--- src/rtl/ahd_pkg.sv ---
`timescale 1ns / 1ps
// ----------------------------------------------------------------------------
// ahd_pkg
// shared widths, character codes and types for the ascii hex/decimal parser
// ----------------------------------------------------------------------------
package ahd_pkg;

  localparam int CharWidth  = 8;
  localparam int ValueWidth = 32;
  localparam int DigitWidth = 4;
  localparam int PosWidth   = 2;

  localparam logic [CharWidth-1:0] CHAR_NUL  = 8'h00;
  localparam logic [CharWidth-1:0] CHAR_ZERO = 8'h30;
  localparam logic [CharWidth-1:0] CHAR_LX   = 8'h78;
  localparam logic [CharWidth-1:0] CHAR_UX   = 8'h58;

  // decoded digit of the current base
  typedef struct packed {
    logic                  valid;
    logic [DigitWidth-1:0] value;
  } digit_t;

  // request held in the input register, handed to the parse core
  typedef struct packed {
    logic                 valid;
    logic [CharWidth-1:0] char_code;
  } char_req_t;

endpackage

--- src/rtl/ahd_digit_decode.sv ---
`timescale 1ns / 1ps
// ----------------------------------------------------------------------------
// ahd_digit_decode
// maps a character to its digit value in decimal or hexadecimal
// ----------------------------------------------------------------------------
module ahd_digit_decode (
  input  logic [ahd_pkg::CharWidth-1:0] char_code,
  input  logic                          hex_mode,
  output ahd_pkg::digit_t               digit
);

  localparam logic [ahd_pkg::CharWidth-1:0] CharNine = 8'h39;
  localparam logic [ahd_pkg::CharWidth-1:0] CharLa   = 8'h61;
  localparam logic [ahd_pkg::CharWidth-1:0] CharLf   = 8'h66;
  localparam logic [ahd_pkg::CharWidth-1:0] CharUa   = 8'h41;
  localparam logic [ahd_pkg::CharWidth-1:0] CharUf   = 8'h46;
  localparam logic [ahd_pkg::CharWidth-1:0] Ten      = 8'd10;

  logic [ahd_pkg::CharWidth-1:0] offset;

  always_comb begin
    digit.valid = 1'b0;
    offset      = '0;
    if (char_code inside {[ahd_pkg::CHAR_ZERO:CharNine]}) begin
      digit.valid = 1'b1;
      offset      = char_code - ahd_pkg::CHAR_ZERO;
    end else if (hex_mode && (char_code inside {[CharLa:CharLf]})) begin
      digit.valid = 1'b1;
      offset      = char_code - CharLa + Ten;
    end else if (hex_mode && (char_code inside {[CharUa:CharUf]})) begin
      digit.valid = 1'b1;
      offset      = char_code - CharUa + Ten;
    end
    digit.value = offset[ahd_pkg::DigitWidth-1:0];
  end

endmodule

--- src/rtl/ahd_parse_core.sv ---
`timescale 1ns / 1ps
// ----------------------------------------------------------------------------
// ahd_parse_core
// parse state, shift-add accumulate and the result register
// ----------------------------------------------------------------------------
module ahd_parse_core (
  input  logic                           clk,
  input  logic                           rst,
  input  ahd_pkg::char_req_t             req,
  output logic                           advance,
  output logic                           m_tvalid,
  input  logic                           m_tready,
  output logic [ahd_pkg::ValueWidth-1:0] m_tdata,
  output logic                           m_tuser
);

  localparam logic [ahd_pkg::PosWidth-1:0] PosOne = 2'd1;
  localparam logic [ahd_pkg::PosWidth-1:0] PosTwo = 2'd2;

  logic [ahd_pkg::ValueWidth-1:0] accumulator, accumulator_next;
  logic [ahd_pkg::PosWidth-1:0]   position, position_next;
  logic                           first_was_zero, first_was_zero_next;
  logic                           hex_mode, hex_mode_next;
  logic                           error_seen, error_seen_next;

  ahd_pkg::digit_t                digit;
  logic                           is_term;
  logic                           is_prefix;
  logic [ahd_pkg::ValueWidth-1:0] scaled;

  ahd_digit_decode u_decode (
    .char_code (req.char_code),
    .hex_mode  (hex_mode),
    .digit     (digit)
  );

  assign is_term   = (req.char_code == ahd_pkg::CHAR_NUL);
  assign is_prefix = (position == PosOne) && first_was_zero && !hex_mode &&
                     ((req.char_code == ahd_pkg::CHAR_LX) ||
                      (req.char_code == ahd_pkg::CHAR_UX));
  // times 16 or times 10 by shifts
  assign scaled    = hex_mode ? (accumulator << 4)
                              : ((accumulator << 3) + (accumulator << 1));

  // a terminator needs a free result register
  assign advance = req.valid && (!is_term || !m_tvalid || m_tready);

  always_comb begin
    accumulator_next    = accumulator;
    position_next       = position;
    first_was_zero_next = first_was_zero;
    hex_mode_next       = hex_mode;
    error_seen_next     = error_seen;
    if (is_term) begin
      accumulator_next    = '0;
      position_next       = '0;
      first_was_zero_next = 1'b0;
      hex_mode_next       = 1'b0;
      error_seen_next     = 1'b0;
    end else begin
      if (is_prefix) begin
        hex_mode_next    = 1'b1;
        accumulator_next = '0;
      end else begin
        if (!digit.valid) begin
          error_seen_next = 1'b1;
        end else begin
          accumulator_next = scaled +
            {{(ahd_pkg::ValueWidth-ahd_pkg::DigitWidth){1'b0}}, digit.value};
        end
        if ((position == '0) && (req.char_code == ahd_pkg::CHAR_ZERO)) begin
          first_was_zero_next = 1'b1;
        end
      end
      if (position != PosTwo) begin
        position_next = position + PosOne;
      end
    end
  end

  always_ff @(posedge clk) begin
    if (rst) begin
      accumulator    <= '0;
      position       <= '0;
      first_was_zero <= 1'b0;
      hex_mode       <= 1'b0;
      error_seen     <= 1'b0;
      m_tvalid       <= 1'b0;
    end else begin
      if (advance) begin
        accumulator    <= accumulator_next;
        position       <= position_next;
        first_was_zero <= first_was_zero_next;
        hex_mode       <= hex_mode_next;
        error_seen     <= error_seen_next;
      end
      if (advance && is_term) begin
        m_tvalid <= 1'b1;
      end else if (m_tready) begin
        m_tvalid <= 1'b0;
      end
    end
  end

  always_ff @(posedge clk) begin
    if (advance && is_term) begin
      m_tdata <= error_seen ? '0 : accumulator;
      m_tuser <= error_seen;
    end
  end

endmodule

--- src/rtl/ascii_hex_dec_to_int.sv ---
`timescale 1ns / 1ps
// ----------------------------------------------------------------------------
// ascii_hex_dec_to_int
// streaming ascii string to unsigned 32-bit integer, hex (0x/0X) or decimal
// ----------------------------------------------------------------------------
// usage
//   s_* channel: one character byte per request, a zero byte ends the string
//   m_* channel: one request per string, sent for each terminator only
//     m_tdata is the value modulo 2^32 (zero when a bad character was seen),
//     m_tuser flags a character that is not a digit of the chosen base
//   a string that opens with 0x or 0X is hex (either letter case), else decimal
//   throughput: one character per cycle unless a terminator waits on a full
//     result register, set by the combinational shift-add accumulate
//     between the input register and the parse state; results are registered
//   reset (rst, synchronous): clears the input register valid bit, the parse
//     state and m_tvalid; s_tready is high from the first cycle after reset
//   receiver stall: the result register holds its request; characters keep
//     flowing until a second terminator reaches the parse stage, which then
//     waits and backs up the input register, pulling s_tready low
//   all parse state clears after each terminator
// ----------------------------------------------------------------------------
module ascii_hex_dec_to_int (
  input  logic                           clk,
  input  logic                           rst,
  input  logic                           s_tvalid,
  output logic                           s_tready,
  input  logic [ahd_pkg::CharWidth-1:0]  s_tdata,   // [7:0] char_code
  output logic                           m_tvalid,
  input  logic                           m_tready,
  output logic [ahd_pkg::ValueWidth-1:0] m_tdata,   // [31:0] value
  output logic                           m_tuser    // [0] bad_character
);

  // input register between the slave port and the parse core
  ahd_pkg::char_req_t req;
  logic               advance;

  // take a new character when the register is empty or drains this cycle
  assign s_tready = !req.valid || advance;

  always_ff @(posedge clk) begin
    if (rst) begin
      req.valid <= 1'b0;
    end else if (s_tready) begin
      req.valid <= s_tvalid;
    end
  end

  // payload needs no reset
  always_ff @(posedge clk) begin
    if (s_tvalid && s_tready) begin
      req.char_code <= s_tdata;
    end
  end

  ahd_parse_core u_core (
    .clk      (clk),
    .rst      (rst),
    .req      (req),
    .advance  (advance),
    .m_tvalid (m_tvalid),
    .m_tready (m_tready),
    .m_tdata  (m_tdata),
    .m_tuser  (m_tuser)
  );

  // a bad-character result always carries a zero value
  assert property (@(posedge clk) disable iff (rst)
    m_tvalid && m_tuser |-> (m_tdata == '0))
    else $error("bad character result with nonzero value");

  // backpressure only comes from a stalled terminator in the input register
  assert property (@(posedge clk) disable iff (rst)
    !s_tready |-> req.valid && (req.char_code == ahd_pkg::CHAR_NUL) &&
                  m_tvalid && !m_tready)
    else $error("input stalled without a blocked terminator");

  // a non-terminator in the input register always moves on
  assert property (@(posedge clk) disable iff (rst)
    req.valid && (req.char_code != ahd_pkg::CHAR_NUL) |-> advance)
    else $error("character held in input register");

  // a result appears only after a terminator has left the input register
  assert property (@(posedge clk) disable iff (rst)
    $rose(m_tvalid) |-> $past(req.valid && (req.char_code == ahd_pkg::CHAR_NUL)))
    else $error("result without terminator");

endmodule
--- config.mk ---
export PLATFORM = sky130hd
export DESIGN_NAME = ascii_hex_dec_to_int
export DESIGN_NICKNAME = d
export VERILOG_FILES = /design/src/rtl/ahd_pkg.sv /design/src/rtl/ahd_digit_decode.sv /design/src/rtl/ahd_parse_core.sv /design/src/rtl/ascii_hex_dec_to_int.sv
export SDC_FILE = /design/constraint.sdc
export NUM_CORES = 1
export LEC_CHECK = 0
export BUFFER_PORTS_ARGS = -buffer_cell sky130_fd_sc_hd__clkbuf_2
export CAP_MARGIN = 25
export CORE_MARGIN = 4
export CORE_UTILIZATION = 55
export CTS_CLUSTER_DIAMETER = 100
export DETAILED_ROUTE_END_ITERATION = 7
export HOLD_SLACK_MARGIN = 0.03
export PLACE_DENSITY = 0.74
export REMOVE_ABC_BUFFERS = 1
export SLEW_MARGIN = 25
export SYNTH_ARGS = -nofsm -noshare
export SYNTH_HDL_FRONTEND = slang
export SYNTH_SLANG_ARGS = --single-unit
export TNS_END_PERCENT = 30
--- constraint.sdc ---
create_clock -name clk -period 14.1 [get_ports clk]
set_input_delay 1.41 -clock clk [delete_from_list [all_inputs] [get_ports clk]]
set_output_delay 1.41 -clock clk [all_outputs]
set_load 0.01 [all_outputs]
Word level (Yosys, flattened, before mapping)
Index checks and enable logic that the tools add are counted.

Output and inout bits: 35. Logic and storage cells: 85. Register bits: 80.

Mux-type cells: 22. Add/subtract/negate cells: 8. Reduce and logical (&&, ||, !) cells: 32. Eq/ne operators: 7. Magnitude comparators: 6.

Operators by type and width (number): $mux 32 (4); $add 32x32->32 (1); $add 32x4->32 (1); $eq 8x7->1 const B (2); $ge 8x7->1 const B (2); $le 8x7->1 const B (2); $mux 1 (13); $logic_and 1x1->1 (12); $mux 4 (3); $sub 4x1->4 const B (3); $add 4x4->4 const B (2); $eq 8x6->1 const B (1); $ge 8x6->1 const B (1); $le 8x6->1 const B (1); $logic_not 8->1 (1); $reduce_bool 2->1 (4); $reduce_and 2->1 (3); $reduce_and 3->1 (2); $logic_not 1->1 (4); $logic_or 1x1->1 (4); $mux 2 (2); $ne 2x2->1 const B (2); $reduce_bool 3->1 (1); $add 2x1->2 const B (1); other kinds (3) (3).

Logic depth before layout (Yosys ltp)
Gate-level depths: netlist (run 1).

Depth in word-level cells: 10. Mapped depth: 22. Depth with buffers taken out: 20.

Modules after synthesis
A second synthesis (run 1) with hierarchy kept.

Cells, all modules: 733. Area total of the unflattened synthesis: 6287.3 um2.

By module, submodules not included: ahd_parse_core (cells each 696, sequential area each 1751.7 um2, area each 5775.5 um2, times used 1); ascii_hex_dec_to_int (cells each 13, sequential area each 260.2 um2, area each 295.3 um2, times used 1); ahd_digit_decode (cells each 24, sequential area each 0.0 um2, area each 216.5 um2, times used 1).

Least setup slack after synthesis (run 1)
Ideal clock, no wire load.

Kind: reg-to-reg. From: register u_core.hex_mode. To: register u_core.accumulator[31] in the netlist's numbering. Setup time: 0.127 ns. Cell stages (with the launch flop): 22. Slack: 9.051 ns. Path buffers: 6. Data arrival time: 4.922 ns. Cells stage by stage: dfxtp_1 > clkbuf_1 > clkbuf_1 > clkbuf_1 > buf_2 > clkbuf_1 > buf_1 > nand4_1 > nor2_1 > o21ai_0 > o21a_1 > fa_1 > nor2b_1 > o221ai_1 > nor2_1 > nand2_1 > nor4_1 > nand4_1 > nor4_4 > nand4_1 > mux2i_1 > or3_1.

Word-level cells in the longest chain between the ends: 8. Elaborated cells on any way between the ends: 18. Classes of those cells: add/sub (1); mux (10); reduce/logical (7).

RTL lines: start: declaration (RTL line ahd_parse_core.sv:23) `logic hex_mode, hex_mode_next;`; start signal: assignment (RTL line ahd_parse_core.sv:94) `hex_mode <= hex_mode_next;`; $logic_and 1x1->1 (RTL line ahd_digit_decode.sv:30) `end else if (hex_mode && (char_code inside {[CharUa:CharUf]})) begin`; $mux 4 (RTL line ahd_digit_decode.sv:30); $mux 4 (RTL line ahd_digit_decode.sv:27) `end else if (hex_mode && (char_code inside {[CharLa:CharLf]})) begin`; $mux 4 (RTL line ahd_digit_decode.sv:24) `if (char_code inside {[ahd_pkg::CHAR_ZERO:CharNine]}) begin`; $add 32x4->32 (RTL line ahd_parse_core.sv:68) `accumulator_next = scaled +`; $mux 32 (RTL line ahd_parse_core.sv:65) `if (!digit.valid) begin`; $mux 32 (RTL line ahd_parse_core.sv:61) `if (is_prefix) begin`; $mux 32 (RTL line ahd_parse_core.sv:54) `if (is_term) begin`; end signal: assignment (RTL line ahd_parse_core.sv:91) `accumulator <= accumulator_next;`; end: declaration (RTL line ahd_parse_core.sv:20) `logic [ahd_pkg::ValueWidth-1:0] accumulator, accumulator_next;`.

Parallel ways exist; a longest one is shown, timed or not. The select of a mux whose other input is x is not followed. A chain may end at the register's enable or synchronous reset.

Worst setup path after layout (run 1)
From: register, netlist name req[1]. To: register u_core.accumulator[31] in the netlist's numbering.

Word-level cells in the longest chain between the ends: 10. Elaborated cells on any way between the ends: 37. Classes of those cells: add/sub (6); order compare (6); eq/ne (2); mux (9); reduce/logical (14).

RTL lines: parallel branches: the longest is 10 deep, another holds $add 32x4->32.

Several ways; the timed one is not identified. The select of a mux whose other input is x is not followed.

==> results of run 1 <==
-- power groups by stage --
stage	logic, mW	registers, mW	clock network (mW)
2_1_floorplan	0.00686	0.254	0
5_1_grt	0.0158	0.249	0.169
4_1_cts	0.0142	0.248	0.159
3_5_place_dp	0.0142	0.254	0
6_report	0.0142	0.248	0.156
3_3_place_gp	0.0132	0.253	0
-- cell usage after synthesis (6+ instances only) --
cell type  count  area, sq um
nor3_1        20        100.1
o21ai_0       31        155.2
nand4_1       15        93.84
nor2b_1       42        262.8
dfxtp_1       39        780.8
a21oi_1       55        275.3
inv_1         21        78.83
nand2_1       62        232.7
clkbuf_1      21        78.83
or4_1          6        45.04
and3_1        12        75.07
a22oi_1        8        60.06
o211ai_1      11        82.58
nand2b_1       8        50.05
or3_1          8        50.05
o21a_1         6        45.04
edfxtp_1      41         1231
a211oi_1       6        45.04
xnor2_1       14        122.6
a31oi_1        6        37.54
nor4_1         9        56.30
nor2_1        59        221.5
nand3_1       15        75.07
mux2i_1       11        110.1
and2_1         7        43.79
ha_1          38        475.5
a21o_1        12        90.09
-- per-layer routing --
metal	vias up	part of all wire, %	global-route usage (%)
met1	2581	45	33.91
li1	2632	-	-
met4	0	2.3	8.759
met5	-	0	0
met2	217	47	40.61
met3	30	6.3	4.022
-- metrics by stage --
stage / std cells / util (%) / power (mW) / hold slack, ns
after floorplan: 656 / - / 0.2607 / 0.4404
after global placement: 841 / 59.80 / 0.2666 / 0.4617
after detailed placement: 841 / 59.80 / 0.2679 / 0.4795
after CTS: 857 / 61.45 / 0.4213 / 0.4989
after global routing: 858 / 61.72 / 0.4340 / 0.5201
final: 858 / 61.72 / 0.4182 / 0.4929
-- worst reg2reg max path, stage by stage (launching register included) --
cell and delay [ns]:
edfxtp_1 0.44, inv_1 0.14, ha_1 0.21, nor2_1 0.05
a21oi_1 0.20, and4_1 0.28, a22o_1 0.16, ha_1 0.17
inv_1 0.06, fa_1 0.38, nor2b_1 0.18, o221ai_1 0.16
nor2_1 0.15, nand2_1 0.15, nor4_1 0.51, nand4_1 0.41
nor4_4 0.42, nand4_1 0.21, mux2i_1 0.16, or3_1 0.36
-- state kept, by name, indices dropped and copies added, names as in the netlist --
register,flops
u_core.error_seen,1
u_core.m_tvalid,1
u_core.m_tuser,1
u_core.first_was_zero,1
u_core.position,2
u_core.accumulator,32
u_core.hex_mode,1
req,9
u_core.m_tdata,32
-- path summary, 6_finish.rpt --
kind              cells past startpoint                   from  slack (ns)                endpoint
setup / recovery                     19                 req[1]        9.20  u_core.accumulator[31]
hold / removal                        1  u_core.first_was_zero        0.49   u_core.first_was_zero
setup reg to reg                     19                 req[1]        9.20  u_core.accumulator[31]
hold reg to reg                       1  u_core.first_was_zero        0.49   u_core.first_was_zero
-- final cells by class --
type / instances / area [sq um] / area share (%)
multi-input combinational: 555 / 3687 / 57.61
sequential: 80 / 2012 / 31.44
inverter: 21 / 78.83 / 1.232
timing repair buffer: 50 / 280.3 / 4.379
clock buffer: 10 / 127.6 / 1.994
clock inverter: 6 / 43.79 / 0.6843
tap: 136 / 170.2 / 2.659
-- cells by family (layout without fill, tap and decap cells) --
logic type / Yosys count / count (layout) / share of synthesized area [%]
buffers and inverters: 48 / 87 / 3.130
multiplexers: 14 / 14 / 2.449
adder cells (fa/ha/maj): 40 / 40 / 8.774
flip-flops: 80 / 80 / 34.24
AO/OA/AOI/OAI: 194 / 194 / 22.59
AND/OR/NAND/NOR: 288 / 288 / 25.98
XOR/XNOR: 19 / 19 / 2.832
==> flow_summary.ini, run 1 <==
[status]
status = finished, final reports clean

[finish]
stdcell_area_sq_um = 6400
final_cell_mix = 62 x nand2_1, 58 x nor2_1, 55 x a21oi_1
diodes = 0
drive_above_1_share_pct = 11.91
nets = 769
syn_to_final_growth_pct = 8.923
fillers = 935
final_common_cell = nand2_1

[worst_setup_path]
required_ns = 14.36
cpMaxStageDelayCell = nor4_1
critPathMaxStageDelay_ns = 0.51
cp_num_buf_inv = 2
cp_cell_sequence = inv_1 -> ha_1 -> nor2_1 -> a21oi_1 -> and4_1 -> a22o_1 -> ha_1 -> inv_1 -> fa_1 -> nor2b_1 -> o221ai_1 -> nor2_1 -> nand2_1 -> nor4_1 -> nand4_1 -> nor4_4 -> nand4_1 -> mux2i_1 -> or3_1
worstPathArrival_ns = 5.15
path_max_fanout = 7
end_kind = flip-flop
cpLargestDelayFamily = simple AND/OR/NAND/NOR gates
start_kind = flip-flop
critical_path_class = flip-flop to flip-flop

[routing]
drt_iter0_markers = 522
wl_um = 15460
ant_nets = 0
drt_drc_violations_left = 0
wl_per_cell_um = 18.02
via_per_inst = 6.364
vias = 5460
firstDrtPassIters = 5

[global_route]
grt_overflow = 0
grt_max_degree = 52
grt_pass1_wl_um = 25710
grtUsageTotal_pct = 24.97
grt_pass1_vias = 5170
antenna_found_initial = 0

[place]
place_congestion = 0.9081
post-place-ws_ns = 9.295
io_buffer_count = 46
dp_hpwl_um = 11370
dpl_cell_area_sq_um = 6201

[floorplan]
core_region_area_sq_um = 10370
start_util_pct = 56.66
die-width_um = 111.4
die_y_um = 111.4
num_rows = 37
die_area_sq_um = 12400
ios = 47

[logic_synthesis]
yosysWarnings = 0
synthDistinctLibCells = 76
ys_seq_area_share_pct = 34.24
synth_ff_type = edfxtp_1
async_reset_ff_share_pct = 0
syn_area_sq_um = 5876
syn_inst = 683
synth_edf_count = 41
synth.avg_cell_area_sq_um = 8.603
ys_seq_elements = 80

[power_and_ir_drop]
p_seq_share_pct = 59.4
p_sw_mw = 0.1031
clock_power_share_pct = 37.2
power_leakage_nw = 2.585
power_density_nw_per_um2 = 65.34
comb_power_share_pct = 3.4
ir_drop_mv = 0.04276
p_int_mw = 0.3150
sw_frac_of_total_pct = 24.66

[timing]
fin_crit_ns = 4.895
slew_headroom_pct = 36.94
max_clock_freq_mhz = 204.3
fin_skew_ns = 0.009451
slew_violations = 0
finalSetupViolCount = 0
period_share_pct = 34.72
report.final.hold_viol_count = 0
worst_pin_slew_ns = 0.9425
tns_ns = 0
setup_ws_ns = 9.205
rsz0062_at_grt = no

[cts]
cts_tree = built
ctsHoldBuffers = 0
postCtsSetupBuffers = 0
cts_max_level = 3
numClockSinks = 80
post_cts_resized = 0
cts-root-buf = clkbuf_8
clk_path_buf_depth = 2
clkTransAtPathRegs_ns = 0.09
cts_made_buffers = 9
clock_latency_ns = 0.37

[run]
drv_cap = 0

[min_path]
min_path_type = flip-flop to flip-flop
(Power assumes the default switching activity.)
==> run 2, diff against run 1 <==
==> constraint.sdc (replaced) <==
create_clock -name clk -period 4.9 [get_ports clk]
set_input_delay 0.49 -clock clk [delete_from_list [all_inputs] [get_ports clk]]
set_output_delay 0.49 -clock clk [all_outputs]
set_load 0.01 [all_outputs]
==> run 2 against run 1 <==
Effect of this change: final cell count is 0.47% higher; die area stayed put; non-clock buffer count is 4 higher; critical path type unchanged.
==> flow_summary.ini, run 2 (synthesized netlist as in run 1, its figures left out) <==
[routing]
wl_met1_um = 6784
drt_drc_violations_left = 0
via_per_inst = 6.462
ant_nets = 0
wl_per_cell_um = 18.12
wl_met3_um = 1112
drt_iter0_markers = 476
wl_um = 15620
vias = 5570
top_layer_used = met4
route.met2.wl_um = 7222
firstDrtPassIters = 5

[worst_setup_path]
path_max_fanout = 4
timing.rr.end = u_core.accumulator[31]
end_kind = flip-flop
critical_path_class = flip-flop to flip-flop
worstPathArrival_ns = 4.85
crit-reg2reg-launch = req[1]
worst_r2r_path_depth = 19
required_ns = 5.15
reg2reg_slack_ns = 0.30
start_kind = flip-flop

[floorplan]
core_region_area_sq_um = 10370
start_util_pct = 56.66
die_y_um = 111.4
ios = 47
die-width_um = 111.4
die_area_sq_um = 12400
num_rows = 37

[min_path]
hold_path_end = req[6]
min_path_type = input port to flip-flop
whs_path_depth = 1
hp-start = s_tdata[6]

[power_and_ir_drop]
power_leakage_nw = 2.635
ir_drop_mv = 0.1341
power_density_nw_per_um2 = 203.4
p_int_mw = 1.014
p_sw_mw = 0.3050
power.total_mw = 1.319
sw_frac_of_total_pct = 23.13
clock_power_share_pct = 42.7
comb_power_share_pct = 3.2
p_seq_share_pct = 54.1

[place]
dp.cells = 843
place_congestion = 0.9378
post-place-ws_ns = 0.3395
dp_hpwl_um = 11470
io_buffer_count = 46

[run]
drv_cap = 0

[finish]
final_util_pct = 62.52
final_common_cell = nand2_1
nets = 773
reg_top3 = u_core.accumulator: 32 flops, u_core.m_tdata: 32 flops, req: 9 flops
stdcell_count = 862
final_cell_mix = 62 x nand2_1, 58 x nor2_1, 55 x a21oi_1
diodes = 0
drive_above_1_share_pct = 12.67
syn_to_final_growth_pct = 10.35

[timing]
rsz0062_at_grt = yes
slew_violations = 0
max_clock_freq_mhz = 217.4
fin_crit_ns = 4.600
worst_pin_slew_ns = 0.8833
finalSetupViolCount = 0
period_share_pct = 93.89
fin_skew_ns = 0.01112
tns_ns = 0
setup_ws_ns = 0.2996
slew_headroom_pct = 40.99
report.final.hold_viol_count = 0

[cts]
clk_path_buf_depth = 2
numClockSinks = 80
cts_max_level = 3
cts_tree = built
cts-root-buf = clkbuf_8
ctsHoldBuffers = 0
cts_made_buffers = 9
clkTransAtPathRegs_ns = 0.09
clock_latency_ns = 0.37

[global_route]
antenna_found_initial = 0
grt_pass1_vias = 5346
grt_max_degree = 46
grt_overflow = 0
grtUsageTotal_pct = 25.17
grt_pass1_wl_um = 26040

[status]
status = finished, final reports clean
## run 2: cell count changes in the layout (fill, tap and decap cells not counted)
cell,previous run,this run
clkbuf_1,1,0
buf_16,1,0
inv_8,0,1
nor4_2,0,1
bufinv_16,0,2
buf_4,3,7
inv_4,1,0
nor4_1,9,8
clkinvlp_4,2,0
buf_12,0,1
clkinv_4,0,1
## run 2: timing repair
| item | CTS | global route |
|---|---|---|
| setup endpoints to repair | 0 | 4 |
| gates resized for setup | 0 | 1 |
| buffers inserted | 0 | 2 |
| endpoints found under the hold margin | 0 | 0 |
## run 2: layout make-up
class,count,area [sq um]
fill,905,3886
clock inverter,7,102.6
inverter,21,78.83
timing repair buffer,54,302.8
sequential,80,2012
multi-input combinational,555,3694
clock buffer,9,123.9
tap,136,170.2
## run 2: worst max-delay path by stage
stage | from | endpoint | depth (start not counted)
finish | req[1] | u_core.accumulator[31] | 19
global route | req[0] | u_core.accumulator[31] | 18
CTS | req[4] | u_core.accumulator[31] | 17
detailed placement | req[1] | u_core.accumulator[31] | 19
global placement | req[4] | u_core.accumulator[31] | 17
floorplan | u_core.hex_mode | u_core.accumulator[24] | 14
## run 2: per-layer routing
| layer | GRT usage, % | vias to the layer above |
|---|---|---|
| li1 | - | 2651 |
| met1 | 33.45 | 2626 |
| met2 | 40.57 | 240 |
| met3 | 4.620 | 53 |
| met4 | 10.38 | 0 |
| met5 | 0 | - |
## run 2: worst max-delay path, stage by stage, from the launching register on
cell	delay, ns
edfxtp_1	0.45
inv_1	0.14
ha_1	0.20
nor2_1	0.06
a21oi_1	0.17
and4_1	0.28
a22o_1	0.16
ha_1	0.17
inv_1	0.05
fa_1	0.37
nor2b_1	0.20
o221ai_1	0.16
nor2_1	0.15
nand2_1	0.14
nor4_1	0.32
nand4_1	0.35
nor4_4	0.39
nand4_1	0.19
mux2i_1	0.16
or3_1	0.36
## run 2: metrics by stage
stage	cell area [sq um]	hold slack (ns)
6_report	6484	0.2942
5_1_grt	6484	0.2812
4_1_cts	6442	0.2916
3_5_place_dp	6216	0.4658
3_3_place_gp	6216	0.4628
2_1_floorplan	5771	0.4404
## run 2: power by group through the flow
stage,clock network [mW],registers (mW),logic [mW]
after floorplan,0,0.730,0.0197
after global placement,0,0.728,0.0395
after detailed placement,0,0.729,0.0416
after CTS,0.566,0.713,0.0420
after global routing,0.601,0.715,0.0471
final,0.564,0.713,0.0419
==> run 3, diff against run 2 <==
--- a/config.mk
+++ b/config.mk
@@ -12,7 +12,7 @@
 export CTS_CLUSTER_DIAMETER = 100
 export DETAILED_ROUTE_END_ITERATION = 7
 export HOLD_SLACK_MARGIN = 0.03
-export PLACE_DENSITY = 0.74
+export PLACE_DENSITY = 0.85
 export REMOVE_ABC_BUFFERS = 1
 export SLEW_MARGIN = 25
 export SYNTH_ARGS = -nofsm -noshare
==> run 3 against run 2 <==
Effect of this change: sequential power increased by 1%; highest routed layer unchanged; first-iteration DRC count increased by 5.3%; wire length increased by 2.8%; largest power group unchanged; clock skew increased by 0.0011 ns; utilization decreased by 0.39 points.
==> flow_summary.ini, run 3 (synthesized netlist as in run 1, its figures left out) <==
[timing]
period_share_pct = 92.71
report.final.hold_viol_count = 0
worst_pin_slew_ns = 0.9544
max_clock_freq_mhz = 220.1
fin_crit_ns = 4.543
slew_violations = 0
fin_skew_ns = 0.01224
slew_headroom_pct = 35.54
finalSetupViolCount = 0
setup_ws_ns = 0.3570

[cts]
clock_latency_ns = 0.37
cts-root-buf = clkbuf_8
clkTransAtPathRegs_ns = 0.09
numClockSinks = 80
cts_tree = built
clk_path_buf_depth = 2
cts_made_buffers = 9
ctsHoldBuffers = 0
cts_max_level = 3

[min_path]
min_path_type = input port to flip-flop

[worst_setup_path]
required_ns = 5.16
critical_path_class = flip-flop to flip-flop
path_max_fanout = 4
crit_path_end = u_core.accumulator[31]
cpMaxStageDelayCell = or3_1
worstPathArrival_ns = 4.80
end_kind = flip-flop
start_kind = flip-flop
timing.rr.end = u_core.accumulator[31]
worst_r2r_path_depth = 18
critPathMaxStageDelay_ns = 0.44
cp_cell_sequence = or3_1 -> a21oi_1 -> and4_1 -> a22o_1 -> ha_1 -> inv_1 -> fa_1 -> nor2b_1 -> o221ai_1 -> nor2_1 -> nand2_1 -> nor4_2 -> buf_4 -> nand4_1 -> nor4_4 -> nand4_1 -> mux2i_1 -> or3_1
reg2reg_slack_ns = 0.36
crit-reg2reg-launch = req[4]
crit_path_start = req[4]

[global_route]
grt_max_degree = 55
grt_overflow = 0
grt_pass1_wl_um = 26080
grtUsageTotal_pct = 25.42
antenna_found_initial = 0
grt_pass1_vias = 5259

[place]
place_congestion = 0.9331
dp_hpwl_um = 11880
post-place-ws_ns = 0.3071
io_buffer_count = 46
dp.cells = 844

[routing]
firstDrtPassIters = 5
wl_per_cell_um = 18.63
ant_nets = 0
vias = 5558
via_per_inst = 6.448
drt_drc_violations_left = 0
drt_iter0_markers = 501
wl_um = 16060

[finish]
stdcell_count = 862
nets = 773
diodes = 0
final_common_cell = nand2_1
reg_top3 = u_core.accumulator: 32 flops, u_core.m_tdata: 32 flops, req: 9 flops
final_cell_mix = 62 x nand2_1, 58 x nor2_1, 55 x a21oi_1
final_util_pct = 62.14
drive_above_1_share_pct = 12.67
syn_to_final_growth_pct = 9.668

[power_and_ir_drop]
power_density_nw_per_um2 = 189.3
ir_drop_mv = 0.1165
power_leakage_nw = 2.611

[floorplan]
die_y_um = 111.4
die-width_um = 111.4
core_region_area_sq_um = 10370
num_rows = 37
ios = 47
start_util_pct = 56.66
die_area_sq_um = 12400

[status]
status = finished, final reports clean

[run]
drv_cap = 0
run 3: cell count changes in the layout (fill, tap and decap cells not counted), sizes merged:
cell	change
clkinv	+1
clkinvlp	+1
bufinv	-2
run 3: final cells by class:
class / instances / area (sq um)
clock buffers: 9 / 123.9
repair buffers: 54 / 310.3
clock inverters: 7 / 53.80
inverters: 21 / 78.83
well taps: 136 / 170.2
flip-flops and latches: 80 / 2013
multi-input cells: 555 / 3694
fillers: 902 / 3926
run 3: worst min path at each step:
| stage | startpoint | end | slack [ns] | depth (start not counted) |
|---|---|---|---|---|
| 2_1_floorplan | u_core.first_was_zero | u_core.first_was_zero | 0.44 | 1 |
| 3_3_place_gp | u_core.first_was_zero | u_core.first_was_zero | 0.46 | 1 |
| 3_5_place_dp | u_core.first_was_zero | u_core.first_was_zero | 0.48 | 1 |
| 4_1_cts | s_tdata[6] | req[6] | 0.28 | 1 |
| 5_1_grt | s_tdata[7] | req[7] | 0.28 | 1 |
| 6_report | s_tdata[6] | req[6] | 0.29 | 1 |
run 3: power breakdown:
part | total [mW] | leakage (nW) | internal [mW] | switching (mW)
Combinational | 0.0356 | 1.84 | 0.0134 | 0.0222
Sequential | 0.721 | 0.680 | 0.706 | 0.0145
Clock | 0.463 | 0.0896 | 0.189 | 0.274
run 3: timing repair:
| action | CTS | global route |
|---|---|---|
| setup buffers | 0 | 1 |
| gates resized for setup | 0 | 1 |
| endpoints found under the setup margin | 0 | 1 |
run 3: critical path: cells and delay by family, from the launching register on:
kind	cells	cell delay, ns
flops	1	0.43
simple gates	10	2.60
fa+ha+maj	2	0.54
mux	1	0.17
buf+inv	2	0.22
compound gates	3	0.47
run 3: metrics by stage:
| stage | area, sq um | TNS [ns] | hold slack, ns | total power [mW] |
|---|---|---|---|---|
| after floorplan | 5771 | 0 | 0.4404 | 0.7501 |
| after global placement | 6223 | 0 | 0.4602 | 0.7656 |
| after detailed placement | 6225 | 0 | 0.4754 | 0.7704 |
| after CTS | 6402 | 0 | 0.2845 | 1.222 |
| after global routing | 6444 | -0.01128 | 0.2772 | 1.258 |
| final | 6444 | 0 | 0.2931 | 1.220 |
run 3: metal layers:
metal / part of all wire, % / GRT usage [%] / vias up
li1: - / - / 2655
met2: 47 / 42.70 / 239
met4: 2.8 / 8.191 / 0
met5: 0 / 0 / -
met1: 44 / 33.75 / 2622
met3: 6.6 / 3.967 / 42
